`config.mk`:
```
export PLATFORM = sky130hd
export DESIGN_NAME = tcvs_ctrl
export DESIGN_NICKNAME = d
export VERILOG_FILES = /design/src/design/tcvs_pkg.sv /design/src/design/tcvs_ctrl.sv
export SDC_FILE = /design/constraint.sdc
export NUM_CORES = 1
export LEC_CHECK = 0
export BUFFER_PORTS_ARGS = -buffer_cell sky130_fd_sc_hd__buf_2
export CORE_UTILIZATION = 45
export CTS_BUF_LIST = sky130_fd_sc_hd__clkbuf_16
export CTS_CLUSTER_SIZE = 14
export DETAILED_ROUTE_END_ITERATION = 12
export PLACE_DENSITY_LB_ADDON = 0.05
export REMOVE_ABC_BUFFERS = 1
export SLEW_MARGIN = 20
export SYNTH_ARGS = -nofsm -noshare
export SYNTH_HDL_FRONTEND = slang
export SYNTH_SLANG_ARGS = --single-unit
export TNS_END_PERCENT = 5
```
`constraint.sdc`:
```
create_clock -name clk -period 7.1 [get_ports clk]
set_input_delay 0 -clock clk [delete_from_list [all_inputs] [get_ports clk]]
set_output_delay 0 -clock clk [all_outputs]
set_load 0.1 [all_outputs]
```
`src/design/tcvs_pkg.sv`:
```
// ----------------------------------------------------------------------------
// tcvs_pkg
// Shared types and constants for the tile color variance statistics block:
// grid geometry, tile accumulator layout, register codes and the
// command/status words between controller and datapath.
// ----------------------------------------------------------------------------
package tcvs_pkg;

	// grid geometry
	localparam int TILES_PER_SIDE = 8;
	localparam int MAX_DIMENSION  = 4096;
	localparam int TILE_BITS      = $clog2(TILES_PER_SIDE);
	localparam int TILE_COUNT     = TILES_PER_SIDE * TILES_PER_SIDE;
	localparam int IDX_BITS       = $clog2(TILE_COUNT);
	localparam int TILE_SPAN      = (MAX_DIMENSION + TILES_PER_SIDE - 1) / TILES_PER_SIDE;
	localparam int TILE_CAP       = TILE_SPAN * TILE_SPAN;

	// field widths
	localparam int COORD_W = 12;
	localparam int LEN_W   = 13;
	localparam int CHAN_W  = 8;
	localparam int VAR_W   = 14;
	localparam int CNT_W   = 19;
	localparam int CSUM_W  = 26;
	localparam int LSUM_W  = 28;
	localparam int QSUM_W  = 38;

	// report sequencing
	localparam int MUL_STEPS = 4;
	localparam int DIV_STEPS = VAR_W;
	localparam int STEP_W    = 4;

	// multiply steps of the report
	localparam logic [STEP_W-1:0] MUL_NQ_LO = 4'd0;
	localparam logic [STEP_W-1:0] MUL_NQ_HI = 4'd1;
	localparam logic [STEP_W-1:0] MUL_SS    = 4'd2;
	localparam logic [STEP_W-1:0] MUL_NN    = 4'd3;

	// configuration register indexes
	typedef enum logic [1:0] {
		REG_ROI_X_START = 2'd0,
		REG_ROI_Y_START = 2'd1,
		REG_ROI_WIDTH   = 2'd2,
		REG_ROI_HEIGHT  = 2'd3
	} reg_idx_t;

	// per-tile accumulator word
	typedef struct packed {
		logic [CNT_W-1:0]  cnt;
		logic [CSUM_W-1:0] red;
		logic [CSUM_W-1:0] green;
		logic [CSUM_W-1:0] blue;
		logic [LSUM_W-1:0] luma;
		logic [QSUM_W-1:0] sq;
	} tile_acc_t;

	// controller to datapath
	typedef struct packed {
		logic              pix_latch;
		logic              pix_rd;
		logic              pix_wr;
		logic              rpt_start;
		logic              rpt_rd;
		logic              rpt_load;
		logic              mul_en;
		logic              num_en;
		logic              pre_en;
		logic              div_en;
		logic              out_load;
		logic              rpt_next;
		logic              clear_all;
		logic [STEP_W-1:0] step;
	} dp_cmd_t;

	// datapath to controller
	typedef struct packed {
		logic rpt_last;
	} dp_sts_t;

endpackage

```
`src/design/tcvs_ctrl.sv`:
```
// ----------------------------------------------------------------------------
// tcvs_ctrl
// Sequencer: one pixel as read-modify-write of its tile, or a report that
// walks all tiles through load, multiply, divide and output.
// ----------------------------------------------------------------------------
module tcvs_ctrl
	import tcvs_pkg::*;
(
	input  logic    clk,
	input  logic    arst_n,
	input  logic    in_valid,
	input  logic    in_cmd,
	input  logic    out_stall,
	input  dp_sts_t sts,
	output logic    in_stall,
	output logic    out_valid,
	output dp_cmd_t cmd
);

	typedef enum logic [10:0] {
		ST_IDLE  = 11'b000_0000_0001,
		ST_PX_RD = 11'b000_0000_0010,
		ST_PX_WR = 11'b000_0000_0100,
		ST_RP_RD = 11'b000_0000_1000,
		ST_RP_LD = 11'b000_0001_0000,
		ST_RP_MU = 11'b000_0010_0000,
		ST_RP_NU = 11'b000_0100_0000,
		ST_RP_PR = 11'b000_1000_0000,
		ST_RP_DV = 11'b001_0000_0000,
		ST_RP_FN = 11'b010_0000_0000,
		ST_RP_OU = 11'b100_0000_0000
	} state_t;

	state_t            state_q, state_d;
	logic [STEP_W-1:0] cnt_q, cnt_d;
	logic              accept;

	assign in_stall  = (state_q != ST_IDLE);
	assign out_valid = (state_q == ST_RP_OU);
	assign accept    = in_valid && !in_stall;

	// next state and commands
	always_comb begin
		state_d = state_q;
		cnt_d   = cnt_q;
		cmd     = '0;
		cmd.step = cnt_q;
		unique case (state_q)
			ST_IDLE: begin
				if (accept) begin
					if (in_cmd) begin
						cmd.rpt_start = 1'b1;
						state_d       = ST_RP_RD;
					end else begin
						cmd.pix_latch = 1'b1;
						state_d       = ST_PX_RD;
					end
				end
			end
			ST_PX_RD: begin
				cmd.pix_rd = 1'b1;
				state_d    = ST_PX_WR;
			end
			ST_PX_WR: begin
				cmd.pix_wr = 1'b1;
				state_d    = ST_IDLE;
			end
			ST_RP_RD: begin
				cmd.rpt_rd = 1'b1;
				state_d    = ST_RP_LD;
			end
			ST_RP_LD: begin
				cmd.rpt_load = 1'b1;
				cnt_d        = '0;
				state_d      = ST_RP_MU;
			end
			ST_RP_MU: begin
				cmd.mul_en = 1'b1;
				cnt_d      = cnt_q + 1'b1;
				if (cnt_q == STEP_W'(MUL_STEPS - 1))
					state_d = ST_RP_NU;
			end
			ST_RP_NU: begin
				cmd.num_en = 1'b1;
				state_d    = ST_RP_PR;
			end
			ST_RP_PR: begin
				cmd.pre_en = 1'b1;
				cnt_d      = STEP_W'(DIV_STEPS - 1);
				state_d    = ST_RP_DV;
			end
			ST_RP_DV: begin
				cmd.div_en = 1'b1;
				if (cnt_q == '0)
					state_d = ST_RP_FN;
				else
					cnt_d = cnt_q - 1'b1;
			end
			ST_RP_FN: begin
				cmd.out_load = 1'b1;
				state_d      = ST_RP_OU;
			end
			ST_RP_OU: begin
				if (!out_stall) begin
					if (sts.rpt_last) begin
						cmd.clear_all = 1'b1;
						state_d       = ST_IDLE;
					end else begin
						cmd.rpt_next = 1'b1;
						state_d      = ST_RP_RD;
					end
				end
			end
			default: state_d = ST_IDLE;
		endcase
	end

	// hold state
	always_ff @(posedge clk or negedge arst_n) begin
		if (!arst_n) begin
			state_q <= ST_IDLE;
			cnt_q   <= '0;
		end else begin
			state_q <= state_d;
			cnt_q   <= cnt_d;
		end
	end

endmodule

```
# Yosys cells after proc, flatten, opt, wreduce, memory -nomap -nowiden
# Index checks and enable logic that the tools add are counted.
[word_totals]
inputBits = 6
output_inout_bits = 19
elab_cells = 56
regBits = 15
[classes]
n_addsub = 2
muxes = 28
eq_ne = 18
n_reduce_logical = 6
[ops]
columns = ["op", "count"]
rows = [
  ["$pmux W11 S10", 1],
  ["$mux W11", 4],
  ["$mux W1", 17],
  ["$pmux W4 S4", 1],
  ["$mux W4", 3],
  ["$eq A11 B1 Y1 const B", 1],
  ["$eq A11 B10 Y1 const B", 1],
  ["$eq A11 B11 Y1 const B", 1],
  ["$eq A11 B2 Y1 const B", 1],
  ["$eq A11 B3 Y1 const B", 1],
  ["$eq A11 B4 Y1 const B", 1],
  ["$eq A11 B5 Y1 const B", 1],
  ["$eq A11 B6 Y1 const B", 1],
  ["$eq A11 B7 Y1 const B", 1],
  ["$eq A11 B8 Y1 const B", 1],
  ["$eq A11 B9 Y1 const B", 1],
  ["$ne A11 B1 Y1 const B", 1],
  ["$ne A2 B2 Y1 const B", 5],
  ["$add A4 B1 Y4 const B", 1],
  ["$eq A4 B2 Y1 const B", 1],
  ["$logic_not A4 Y1", 1],
  ["$mux W2", 2],
  ["$reduce_and A4 Y1", 1],
  ["$reduce_bool A4 Y1", 1],
  ["other kinds (4)", 4],
]

# Longest topological paths before layout
[depth]
word_depth = 5
ltp_mapped = 10
depth_no_buf = 9

# Worst setup path after synthesis
# Ideal clock, no wire load.
[synth_path]
kind = "register to register"
start = "reg state_q[4]"
end = "reg state_q[0]"
setup_ns = 0.082
stages_incl_launch_ff = 7
required_ns = 7.018
synth_period_minus_slack_ns = 4.449
t_arrival_ns = 4.367
setup_slack_ns = 2.651
n_path_buf = 1
path_cell_list = "dfrtp_1 -> buf_4 -> nor4_4 -> nand2_1 -> nor4_1 -> or4_1 -> a21oi_2"
[synth_via]
elab_chain_len = 5
elab_cells_between_ends = 19
classes_between = "15 x eq/ne; 1 x mux; 3 x reduce/logical"
[synth_rtl]
columns = ["item", "line", "rtl"]
rows = [
  ["from (decl)", "tcvs_ctrl.sv:34", "state_t state_q, state_d;"],
  ["from (signal assigned)", "tcvs_ctrl.sv:124", "state_q <= state_d;"],
  ["$ne A11 B1 Y1", "tcvs_ctrl.sv:38", "assign in_stall = (state_q != ST_IDLE);"],
  ["$logic_not A1 Y1", "tcvs_ctrl.sv:40", "assign accept = in_valid && !in_stall;"],
  ["$logic_and A1 B1 Y1", "tcvs_ctrl.sv:40", ""],
  ["$ne A2 B2 Y1 (no line)", "-", ""],
  ["$reduce_and A4 Y1 (no line)", "-", ""],
]
# Several ways; a longest one is shown, not always the timed one.
# A chain may end at the register's enable or synchronous reset.

# Worst setup path in the final report
[layout_path]
start = "reg state_q[4]"
end = "reg cnt_q[3]"
[layout_via]
elab_chain_len = 3
elab_cells_between_ends = 8
classes_between = "5 x eq/ne; 1 x mux; 2 x reduce/logical"
[layout_rtl]
columns = ["item", "line", "rtl"]
rows = [
  ["$eq A11 B9 Y1 (tied with other cells)", "tcvs_ctrl.sv:48", "unique case (state_q)"],
  ["$reduce_bool A4 Y1 (no line) or $ne A2 B2 Y1 (tied branches)", "-", ""],
  ["$reduce_and A2 Y1 (no line)", "-", ""],
  ["to (signal assigned)", "tcvs_ctrl.sv:125", "cnt_q <= cnt_d;"],
  ["to (decl)", "tcvs_ctrl.sv:35", "logic [STEP_W-1:0] cnt_q, cnt_d;"],
]
# Several ways; a longest one is shown, not always the timed one.

==> impl_summary.txt <==
----------------------------------------------------
[Run status]
  Outcome ... complete, no violations

[Final layout]
  Number of inserted diodes ... 0
  Fraction of layout instances using a drive strength above 1 ... 0.289
  Number of nets in the layout ... 152
  Area growth from synthesis to layout ... 21.8%
  Final instance count without filler cells ... 170

[Pwr]
  Net Sw Power ... 0.000315 W
  Combinational power share ... 0.561
  Share of power burned in registers ... 0.245
  Internal power ... 0.000265 W
  Cell Pwr Density ... 444 mW/mm^2
  Lkg Pwr ... 0.683 nW
  Switching part of the total ... 0.543
  Maximum ir drop on the vdd rail ... 0.404 mV
  Total power ... 0.000579 W
  Clock network power share ... 0.194

[Floorplanning]
  Die X ... 50.8 microns
  Die ar. ... 0.00258 sq mm
  Area inside the core boundary ... 0.00223 sq mm
  Chip Height ... 50.8 microns
  Count of standard-cell rows ... 17
  Top Ports ... 25
  Starting density of the core ... 0.480

[Route]
  Sum of met2 wire segment lengths after detailed routing ... 1.25 mm
  DRT Wirelength ... 2.64 mm
  Routed length per placed instance ... 15.5 microns
  Vias after detailed routing ... 993
  Count of routing violations after the opening detailed-route iteration ... 35
  First-pass iteration count of the detailed router ... 4
  M1 WL ... 1.24 mm
  Via density per instance ... 5.84
  Highest signal layer in the routed design ... met4
  Antenna violation net count after detailed routing ... 0
  # DRC ... 0
  Met3 wirelength from detailed routing ... 110 microns

[Worst setup path]
  Kind of cell with the highest combined delay on the critical path ... simple AND/OR/NAND/NOR gates
  End of the worst register-to-register path ... cnt_q[3]$_DFFE_PN0P_
  Cells on worst reg2reg path ... 9
  Crit. path cell count ... 9
  Arr. time, crit path ... 2.97 ns
  Largest stage delay on the critical path ... 0.48 ns
  Worst Setup Start Kind ... flop
  Crit path required time ... 7.27 ns
  Critical Path Slowest Stage Cell ... dfrtp_1
  Worst setup path startpoint ... state_q[4]$_DFFE_PN0P_
  Cell breakdown of the critical path ... nor4_4, nand4_1, inv_1, ha_1, a21o_1, a21oi_1, mux2_2, and4_4, nor3_2
  Worst setup path class ... flop to flop
  Nature of the critical path endpoint ... flop
  Reg2reg start ... state_q[4]$_DFFE_PN0P_
  Maximum fanout count along the critical path ... 8
  Combined buffer and inverter count along the critical path ... 1
  Worst-case register-to-register setup slack ... 4.30 ns

[Synthesis]
  Post-Syn Area ... 0.00107 sq mm
  Gate Count Post-Synth ... 116
  Seq/Total Area, Yosys ... 0.352
  Count of state elements after synthesis ... 15
  Cell type with the largest total area after synthesis ... dfrtp_1
  Post-synthesis average cell area ... 9.23 sq um
  Post-synth EDFFs ... 0
  Synth top area share ... 0.327
  Syn. warnings ... 0
  Number of library cell types mapped by synthesis ... 47
  Area contributors post-synth ... dfrtp_1 33%, nand2b_1 5.3%, nor2_1 4.9%
  Post-synth top cells ... 14 x dfrtp_1, 14 x nor2_1, 9 x nand2b_1
  Share of flip-flops with an asynchronous set or reset ... 1.00
  Primary FF master, synth ... dfrtp_1

[Worst hold path]
  Min-Delay Path Depth ... 3
  Endpoint of the worst hold path ... state_q[1]$_DFFE_PN0P_
  Worst min-delay path startpoint ... in_valid
  Class of the tightest hold or removal check ... input pin to flop

[Timing]
  Final critical delay including setup and external delays ... 2.80 ns
  Final setup skew ... 0.00128 ns
  Crit path setup slack, layout ... 4.30 ns
  Worst slew margin relative to its limit ... 0.650
  Setup repair after global routing missed its margin ... false
  Fin Setup TNS ... 0 ns
  Final Setup Violations ... 0
  Max-slew violation count ... 0
  Share of the clock period used by the worst path ... 0.394
  Max Fclk ... 358 MHz
  Final Hold Violating Endpoints ... 0
  Worst Max-Slew Pin Slew ... 0.517 ns

[Clock tree]
  Number of H-tree branching levels ... 1
  TritonCTS clock tree ... yes
  TritonCTS Buffers ... 3
  Clk Latency, worst-skew pair ... 0.25 ns
  Number of buffers on the longest clock path ... 2
  Clock sink total ... 15
  Worst-path clk slew ... 0.05 ns
  Clock tree root driver cell ... clkbuf_16

[Global route]
  Vias in the first global route ... 943
  Largest net degree at the start of global routing ... 16
  Wire length of the first global-routing pass ... 4.56 mm
  Total Routing Usage GR ... 0.242
  Total global routing overflow ... 0
  Antenna violations before repair ... 0

[Placed design]
  Worst-case setup slack after placement ... 4.39 ns
  Count of port buffers added during placement ... 24
  Final Wtd Congestion ... 0.783
  Number of cells in the design after placement ... 164
  Post-detailed-placement half-perimeter wirelength ... 1.83 mm

[Job]
  Count of maximum capacitance violations ... 0

----------------------------------------------------
-- flip-flops by register name, summed over array words and instances, names as in the netlist --
| signal | count |
|---|---|
| state_q | 11 |
| cnt_q | 4 |
-- cell usage in the layout, fill, tap and decap left out, types with 3 or more instances in the layout --
cell	Yosys	final
a21oi_1	5	5
buf_2	2	24
clkbuf_16	0	3
dfrtp_1	14	14
inv_1	4	4
nand2_1	4	4
nand2b_1	9	9
nand3_1	4	4
nand4_1	3	3
nor2_1	14	14
nor3_1	3	3
nor4_1	7	7
or4_1	5	5
xor2_1	3	3
-- how the worst max path moves through the flow --
stage | to
floorplan | state_q[0]$_DFFE_PN1P_
global placement | cnt_q[3]$_DFFE_PN0P_
detailed placement | cnt_q[3]$_DFFE_PN0P_
CTS | cnt_q[3]$_DFFE_PN0P_
global route | cnt_q[3]$_DFFE_PN0P_
finish | cnt_q[3]$_DFFE_PN0P_
-- per-stage QoR --
step            util  area [sq um]  hold slack (ns)
3_5_place_dp   0.539          1200          -0.0661
3_3_place_gp   0.539          1200          -0.0706
2_1_floorplan      -          1050           -0.296
4_1_cts        0.584          1310           0.0105
6_report       0.584          1310          0.00736
5_1_grt        0.584          1310           0.0434
-- per-layer routing --
metal / up-vias / GRT usage
li1: 479 / -
met3: 5 / 0.0485
met2: 29 / 0.358
met1: 480 / 0.343
met5: - / 0
met4: 0 / 0.0926
-- layout make-up --
type                       count  area (sq um)
timing repair buffer          26           140
clock inverter                 1          5.00
tap                           28          35.0
multi-input combinational     91           651
inverter                       6          22.5
clock buffer                   3          75.1
fill                         217           928
sequential                    15           377
-- tightest hold or removal path: cells and delay by family --
kind                   cells  cell delay, ns
and+or+nand+nor            2            0.11
buffers and inverters      1            0.11
-- kinds of logic after synthesis --
family,after synthesis,share of synthesized area
multiplexers,2,0.0199
AND/OR/NAND/NOR,68,0.422
XOR/XNOR,4,0.0327
adder cells (fa/ha/maj),3,0.0421
buffers and inverters,10,0.0409
flip-flops,15,0.352
AO/OA/AOI/OAI,14,0.0911
-- power by group through the flow --
stage          Combinational, W  Clock (W)  Sequential [W]
2_1_floorplan          0.000230          0        0.000176
3_3_place_gp           0.000318          0        0.000140
3_5_place_dp           0.000319          0        0.000143
4_1_cts                0.000325   0.000113        0.000142
5_1_grt                0.000347   0.000116        0.000147
6_report               0.000325   0.000112        0.000142
-- timing repair --
action,in CTS,in global routing
endpoints found under the setup margin,0,0
setup buffers,0,0
hold buffers,2,0
resized for setup,0,0
hold endpoints to repair,16,0
(Power assumes the default switching activity.)
